$ cat src/hdl/b64l_pkg.sv
// Shared types and constants of the base64 line encoder.
`timescale 1ns / 1ps
package b64l_pkg;

  // Input bytes on one output line.
  localparam int LineBytes = 57;
  // Entries in the queue between the front and back parts.
  localparam int QDepth = 2;
  // Most characters that one input byte can produce.
  localparam int MaxChars = 5;

  localparam logic [7:0] CharPad = 8'h3D;
  localparam logic [7:0] CharLf  = 8'h0A;

  // One classified byte: the characters it yields, how many, and whether
  // the last of them ends the message.
  typedef struct packed {
    logic [MaxChars-1:0][7:0] chars;
    logic [2:0]               num;
    logic                     fin;
  } entry_t;

endpackage

$ cat src/hdl/b64l_front.sv
// Front part: accepts input bytes, tracks group and line position, and builds character entries.
`timescale 1ns / 1ps
module b64l_front (
  input  logic              clk_i,
  input  logic              rst_ni,
  input  logic              in_valid_i,
  output logic              in_ready_o,
  input  logic [7:0]        data_byte_i,
  input  logic              last_byte_i,
  output logic              push_o,
  output b64l_pkg::entry_t  entry_o,
  input  logic              full_i
);

  typedef enum logic [1:0] {
    PhEmpty = 2'd0,
    PhOne   = 2'd1,
    PhTwo   = 2'd2
  } phase_e;

  phase_e      phase_q, phase_d;
  logic [15:0] pend_q, pend_d;
  logic [5:0]  cnt_q, cnt_d;

  logic [6:0]  count;
  logic        end_line;
  logic [7:0]  a_byte;
  logic [7:0]  p_byte;

  function automatic logic [7:0] sextet(input logic [5:0] v);
    logic [7:0] r;
    if (v < 6'd26) begin
      r = 8'h41 + {2'b00, v};
    end else if (v < 6'd52) begin
      r = 8'h61 + {2'b00, v - 6'd26};
    end else if (v < 6'd62) begin
      r = 8'h30 + {2'b00, v - 6'd52};
    end else if (v == 6'd62) begin
      r = 8'h2B;
    end else begin
      r = 8'h2F;
    end
    return r;
  endfunction

  assign in_ready_o = !full_i;
  assign push_o     = in_valid_i && !full_i;

  assign count    = {1'b0, cnt_q} + 7'd1;
  assign end_line = last_byte_i || (count >= 7'(b64l_pkg::LineBytes));
  assign a_byte   = pend_q[15:8];
  assign p_byte   = pend_q[7:0];

  always_comb begin
    entry_o     = '0;
    entry_o.fin = last_byte_i;
    phase_d     = phase_q;
    pend_d      = pend_q;
    cnt_d       = cnt_q;
    unique case (phase_q)
      PhOne: begin
        entry_o.chars[0] = sextet({a_byte[1:0], data_byte_i[7:4]});
        if (end_line) begin
          entry_o.chars[1] = sextet({data_byte_i[3:0], 2'b00});
          entry_o.chars[2] = b64l_pkg::CharPad;
          entry_o.num      = 3'd3;
        end else begin
          entry_o.num = 3'd1;
          pend_d      = {a_byte, data_byte_i};
          phase_d     = PhTwo;
        end
      end
      PhTwo: begin
        entry_o.chars[0] = sextet({p_byte[3:0], data_byte_i[7:6]});
        entry_o.chars[1] = sextet(data_byte_i[5:0]);
        entry_o.num      = 3'd2;
        pend_d           = '0;
        phase_d          = PhEmpty;
      end
      default: begin
        // An empty group, and the unused phase code, start a new group.
        entry_o.chars[0] = sextet(data_byte_i[7:2]);
        if (end_line) begin
          entry_o.chars[1] = sextet({data_byte_i[1:0], 4'b0000});
          entry_o.chars[2] = b64l_pkg::CharPad;
          entry_o.chars[3] = b64l_pkg::CharPad;
          entry_o.num      = 3'd4;
        end else begin
          entry_o.num = 3'd1;
          pend_d      = {data_byte_i, 8'h00};
          phase_d     = PhOne;
        end
      end
    endcase
    if (end_line) begin
      entry_o.chars[entry_o.num] = b64l_pkg::CharLf;
      entry_o.num                = entry_o.num + 3'd1;
      pend_d                     = '0;
      phase_d                    = PhEmpty;
      cnt_d                      = '0;
    end else begin
      cnt_d = count[5:0];
    end
  end

  always_ff @(posedge clk_i or negedge rst_ni) begin
    if (!rst_ni) begin
      phase_q <= PhEmpty;
      pend_q  <= '0;
      cnt_q   <= '0;
    end else if (push_o) begin
      phase_q <= phase_d;
      pend_q  <= pend_d;
      cnt_q   <= cnt_d;
    end
  end

endmodule

$ cat src/hdl/b64l_fifo.sv
// Short queue of character entries between the front and back parts.
`timescale 1ns / 1ps
module b64l_fifo (
  input  logic              clk_i,
  input  logic              rst_ni,
  input  logic              push_i,
  input  b64l_pkg::entry_t  wdata_i,
  output logic              full_o,
  input  logic              pop_i,
  output b64l_pkg::entry_t  rdata_o,
  output logic              valid_o
);

  localparam int Depth = b64l_pkg::QDepth;
  localparam int PtrW  = (Depth > 1) ? $clog2(Depth) : 1;
  localparam int CntW  = $clog2(Depth + 1);

  b64l_pkg::entry_t mem_q [Depth];
  logic [PtrW-1:0]  wr_ptr_q, rd_ptr_q;
  logic [CntW-1:0]  cnt_q;

  function automatic logic [PtrW-1:0] ptr_next(input logic [PtrW-1:0] p);
    return (p == PtrW'(Depth - 1)) ? '0 : p + PtrW'(1);
  endfunction

  assign full_o  = (cnt_q == CntW'(Depth));
  assign valid_o = (cnt_q != '0);
  assign rdata_o = mem_q[rd_ptr_q];

  always_ff @(posedge clk_i or negedge rst_ni) begin
    if (!rst_ni) begin
      wr_ptr_q <= '0;
      rd_ptr_q <= '0;
      cnt_q    <= '0;
    end else begin
      if (push_i) begin
        wr_ptr_q <= ptr_next(wr_ptr_q);
      end
      if (pop_i) begin
        rd_ptr_q <= ptr_next(rd_ptr_q);
      end
      if (push_i && !pop_i) begin
        cnt_q <= cnt_q + CntW'(1);
      end else if (pop_i && !push_i) begin
        cnt_q <= cnt_q - CntW'(1);
      end
    end
  end

  always_ff @(posedge clk_i) begin
    if (push_i) begin
      mem_q[wr_ptr_q] <= wdata_i;
    end
  end

endmodule

$ cat src/hdl/b64l_back.sv
// Back part: takes entries from the queue and sends their characters one per transfer.
`timescale 1ns / 1ps
module b64l_back (
  input  logic              clk_i,
  input  logic              rst_ni,
  input  logic              q_valid_i,
  input  b64l_pkg::entry_t  q_data_i,
  output logic              pop_o,
  output logic              out_valid_o,
  input  logic              out_ready_i,
  output logic [7:0]        out_char_o,
  output logic              last_char_o
);

  b64l_pkg::entry_t cur_q;
  logic [2:0]       idx_q;
  logic             busy_q;
  logic             last_idx;
  logic             xfer;

  assign last_idx    = (idx_q == cur_q.num - 3'd1);
  assign xfer        = busy_q && out_ready_i;
  // A new entry loads when the register is empty or its final character leaves now.
  assign pop_o       = q_valid_i && (!busy_q || (xfer && last_idx));

  assign out_valid_o = busy_q;
  assign out_char_o  = cur_q.chars[idx_q];
  assign last_char_o = cur_q.fin && last_idx;

  always_ff @(posedge clk_i or negedge rst_ni) begin
    if (!rst_ni) begin
      busy_q <= 1'b0;
      idx_q  <= '0;
    end else if (pop_o) begin
      busy_q <= 1'b1;
      idx_q  <= '0;
    end else if (xfer) begin
      if (last_idx) begin
        busy_q <= 1'b0;
        idx_q  <= '0;
      end else begin
        idx_q <= idx_q + 3'd1;
      end
    end
  end

  always_ff @(posedge clk_i) begin
    if (pop_o) begin
      cur_q <= q_data_i;
    end
  end

endmodule

$ cat src/hdl/base64_mime_line_encoder_top.sv
// Top level of the base64 encoder with line breaks after every 57 input bytes.
`timescale 1ns / 1ps
// Each accepted byte is classified in the cycle of its transfer and yields one to five
// characters (base64 symbols, '=' pads and line feeds); a two-entry queue holds these
// groups and an output register sends one character per cycle unless out_ready_i stalls
// it. An input byte is taken in every cycle in which the queue has room, so the sustained
// input rate is set by the output side and by how many characters each byte yields.
// last_char_o marks the line feed that ends a message, after which group and line state
// start again from zero. There is no clearing pass after reset.
module base64_mime_line_encoder_top (
  input  logic       clk_i,
  input  logic       rst_ni,
  input  logic       in_valid_i,
  output logic       in_ready_o,
  input  logic [7:0] data_byte_i,
  input  logic       last_byte_i,
  output logic       out_valid_o,
  input  logic       out_ready_i,
  output logic [7:0] out_char_o,
  output logic       last_char_o
);

  b64l_pkg::entry_t push_entry;
  b64l_pkg::entry_t pop_entry;
  logic             push;
  logic             pop;
  logic             full;
  logic             q_valid;

  b64l_front u_front (
    .clk_i       (clk_i),
    .rst_ni      (rst_ni),
    .in_valid_i  (in_valid_i),
    .in_ready_o  (in_ready_o),
    .data_byte_i (data_byte_i),
    .last_byte_i (last_byte_i),
    .push_o      (push),
    .entry_o     (push_entry),
    .full_i      (full)
  );

  b64l_fifo u_fifo (
    .clk_i   (clk_i),
    .rst_ni  (rst_ni),
    .push_i  (push),
    .wdata_i (push_entry),
    .full_o  (full),
    .pop_i   (pop),
    .rdata_o (pop_entry),
    .valid_o (q_valid)
  );

  b64l_back u_back (
    .clk_i       (clk_i),
    .rst_ni      (rst_ni),
    .q_valid_i   (q_valid),
    .q_data_i    (pop_entry),
    .pop_o       (pop),
    .out_valid_o (out_valid_o),
    .out_ready_i (out_ready_i),
    .out_char_o  (out_char_o),
    .last_char_o (last_char_o)
  );

endmodule

$ cat config.mk
export PLATFORM = sky130hd
export DESIGN_NAME = base64_mime_line_encoder_top
export DESIGN_NICKNAME = d
export VERILOG_FILES = /design/src/hdl/b64l_pkg.sv /design/src/hdl/b64l_front.sv /design/src/hdl/b64l_fifo.sv /design/src/hdl/b64l_back.sv /design/src/hdl/base64_mime_line_encoder_top.sv
export SDC_FILE = /design/constraint.sdc
export NUM_CORES = 1
export LEC_CHECK = 0
export BUFFER_PORTS_ARGS = -buffer_cell sky130_fd_sc_hd__buf_2
export CAP_MARGIN = 20
export CORE_MARGIN = 2
export CORE_UTILIZATION = 58
export CTS_CLUSTER_DIAMETER = 120
export DETAILED_ROUTE_END_ITERATION = 6
export GPL_TIMING_DRIVEN = 1
export MAX_ROUTING_LAYER = met4
export PLACE_DENSITY = 0.78
export SYNTH_ARGS = -nofsm -noshare
export SYNTH_HDL_FRONTEND = slang
export SYNTH_HIERARCHICAL = 1
export SYNTH_SLANG_ARGS = --single-unit
$ cat constraint.sdc
create_clock -name clk_i -period 3.8 [get_ports clk_i]
set_input_delay 0.57 -clock clk_i [delete_from_list [all_inputs] [get_ports clk_i]]
set_output_delay 0.57 -clock clk_i [all_outputs]
set_load 0.02 [all_outputs]
==> metrics <==
Placer Congestion 0.9678; Die ar. 0.01610 mm^2; Yosys top cell area share 0.4525; Final Net Count 774; number of hold buffers added after cts 0; IO Port Bufs 23; Worst R2R Path Depth 8; Final Hold Fails 0; width of the chip 126.9 um; Via density 5.881; share of layout cells above drive strength 1 0.1871; Filler cells 1061; nature of the critical path endpoint primary output; CP Launch Type register; max-cap violation count 0; period utilization 0.7307; CTS root buffer clkbuf_16; post-CTS sizing 0; worst hold path type in2async; Routed WL per cell 19.38 um; Sink Count about 150; largest net degree at the start of global routing between 40 and 50; peak supply drop 0.0003969 V; deepest clock path buffer count 2; Post-Synthesis Cell Area 0.008760 mm^2; worst endpoint required time 3.23 ns; top_reg_cell synth edfxtp_1; Pleak 3.597 nW; Power Density 715.1 mW/mm^2; Mapped Avg Cell Area 12.35 um^2; top-count cell post-synth edfxtp_1; DRT iter0 DRCs 495; vias in the first global route approximately 5.4k; Setup Crit Path Kind reg2out; FF/Latch Area 0.004516 mm^2; Routed Antenna Nets 0; Synth area leader edfxtp_1; first-pass GRT wire length 28720 um; Num CTS Buffers 17; core area 0.01464 mm^2; # setup viols final 0; reg-to-reg setup timing slack 1.07 ns; remaining global-route overflow 0; Row Count between 40 and 50; synth top area cells edfxtp_1 45%, ha_1 6.7%, mux2_4 6.7%; Worst Path Max Fanout 13; Finished Layout Cells 911; Synth top cells by count 132 x edfxtp_1, 57 x nand2_1, 47 x ha_1; Starting Density 0.5982; FMAX between 300 and 400 MHz; Routed WL 17660 um; Multi-input gate area 0.003785 mm^2; status finished, final reports clean; Detailed Place HPWL ~12000 um; Total GRT Usage 0.2361; Yosys reg bits 154; Post-synth EDFFs 132; Async SR Flop Fraction 0.1429; Slew headroom 0.4012; CTS tree yes; Yosys warning count 6; Least-Margin Pin Slew ~0.89 ns; max-slew violations 0; Layout area overhead 6.928%; # DRC 0; Worst Path Arrival 2.21 ns; postcts setup bufs 0; vias after detailed routing 5358; RSZ-0062 raised after global routing false; post-synthesis sequential area ratio 0.5154; Mapped Cells approximately 710; clock-pin transition on the worst setup and hold timing paths 0.06 ns; Tmin final 2.776 ns; Die Height between 100 and 150 um; placed cell count 879; Clock Skew 0.008991 ns; DRT Pass-1 Iters 6; TNS Setup 0 ns; clk_lat worst skew just over 0.4 ns; initial antenna violation count 0; Unique masters post-synth 66; # diodes 0; I/O pin total 24; # H-tree levels 4
==> cell usage in the layout, fill, tap and decap left out, types with 6 or more instances in the layout <==
cell type	Yosys	layout
a31oi_1	6	6
buf_4	22	7
clkbuf_16	0	17
mux4_2	8	8
mux2_4	39	39
inv_1	30	30
conb_1	1	10
nor2_1	25	25
o31ai_1	9	9
buf_2	16	23
a211oi_1	6	6
xnor2_1	29	29
o21ai_0	27	27
ha_1	47	47
o21ai_1	12	12
edfxtp_1	132	132
dfrtp_1	22	21
nand2b_1	8	8
mux2_2	6	6
nor2b_1	13	12
nor3_1	14	14
a21o_1	6	6
nand2_1	57	57
xor2_1	25	25
a21oi_1	33	33
nand3_1	26	26
==> state kept, by name (all words and copies together), names as in the netlist <==
name / cells
u_front/pend_q: 6
u_back/out_valid_o: 1
u_back/idx_q: 3
u_front/cnt_q: 6
u_fifo/mem_q: 88
u_fifo/wr_ptr_q: 1
u_fifo/rd_ptr_q: 1
u_fifo/cnt_q: 2
u_back/cur_q: 44
u_front/phase_q: 2
==> per-layer routing <==
metal  routed length (um)  global-route usage
met2                 9198              0.4054
met3                  689             0.02826
met5                    0                   -
met4                  316             0.07886
met1                 7455              0.2927
==> critical path, stage by stage (launching register included) <==
cell,delay [ns]
dfrtp_1,0.86
mux4_2,0.60
inv_1,0.08
o21ai_0,0.08
buf_2,0.17
==> layout make-up <==
class                           instances  area share
Sequential cell                       154      0.4821
Multi-Input combinational cell        477      0.4041
Clock buffer                           20     0.04662
Tap cell                              184     0.02458
Timing Repair Buffer                   30     0.01790
Inverter                               34     0.01389
Clock inverter                         12     0.01082
==> where the power goes <==
group          switching (W)  internal [W]  leakage (nW)
clock network       0.000615      0.000895         0.255
logic                0.00131       0.00101          1.83
registers           0.000314       0.00255          1.51
total                0.00224       0.00446          3.60
==> stage by stage <==
step / util / cell area (um^2) / hold WS, ns / power, W / setup WS [ns]
floorplan: - / 8793 / 0.2744 / 0.004709 / 0.07260
global placement: 0.6029 / 8828 / 0.4633 / 0.005065 / 0.8770
detailed placement: 0.6029 / 8828 / 0.4737 / 0.005172 / 0.8169
CTS: 0.6396 / 9366 / 0.1329 / 0.006729 / 0.9785
global route: 0.6396 / 9366 / 0.1483 / 0.007051 / 0.8826
finish: 0.6396 / 9366 / 0.1244 / 0.006698 / 1.024
==> kinds of logic (layout without fill, tap and decap cells) <==
logic type	count (synthesis)	after routing	share of synthesized area
AOI/OAI and AO/OA	139	139	0.1051
xor gates and xnor gates	57	57	0.06042
adders and majority gates	47	47	0.06713
buffers and inverters	87	96	0.05757
DFF	154	154	0.5154
muxes	53	53	0.09513
other	1	10	0.0004281
and+or+nand+nor	171	171	0.09885
==> path summary, 6_finish.rpt <==
check / start / endpoint
max reg2reg: u_front/pend_q[0] / u_fifo/mem_q[0][5]
min reg2reg: u_fifo/cnt_q[1] / u_fifo/cnt_q[1]
max in group asynchronous: rst_ni / u_fifo/rd_ptr_q
min: rst_ni / u_front/cnt_q[0]
min in group clk_i: last_byte_i / u_fifo/mem_q[1][0]
max: u_back/idx_q[0] / out_char_o[1]
Power figures use the tool's default switching activity.
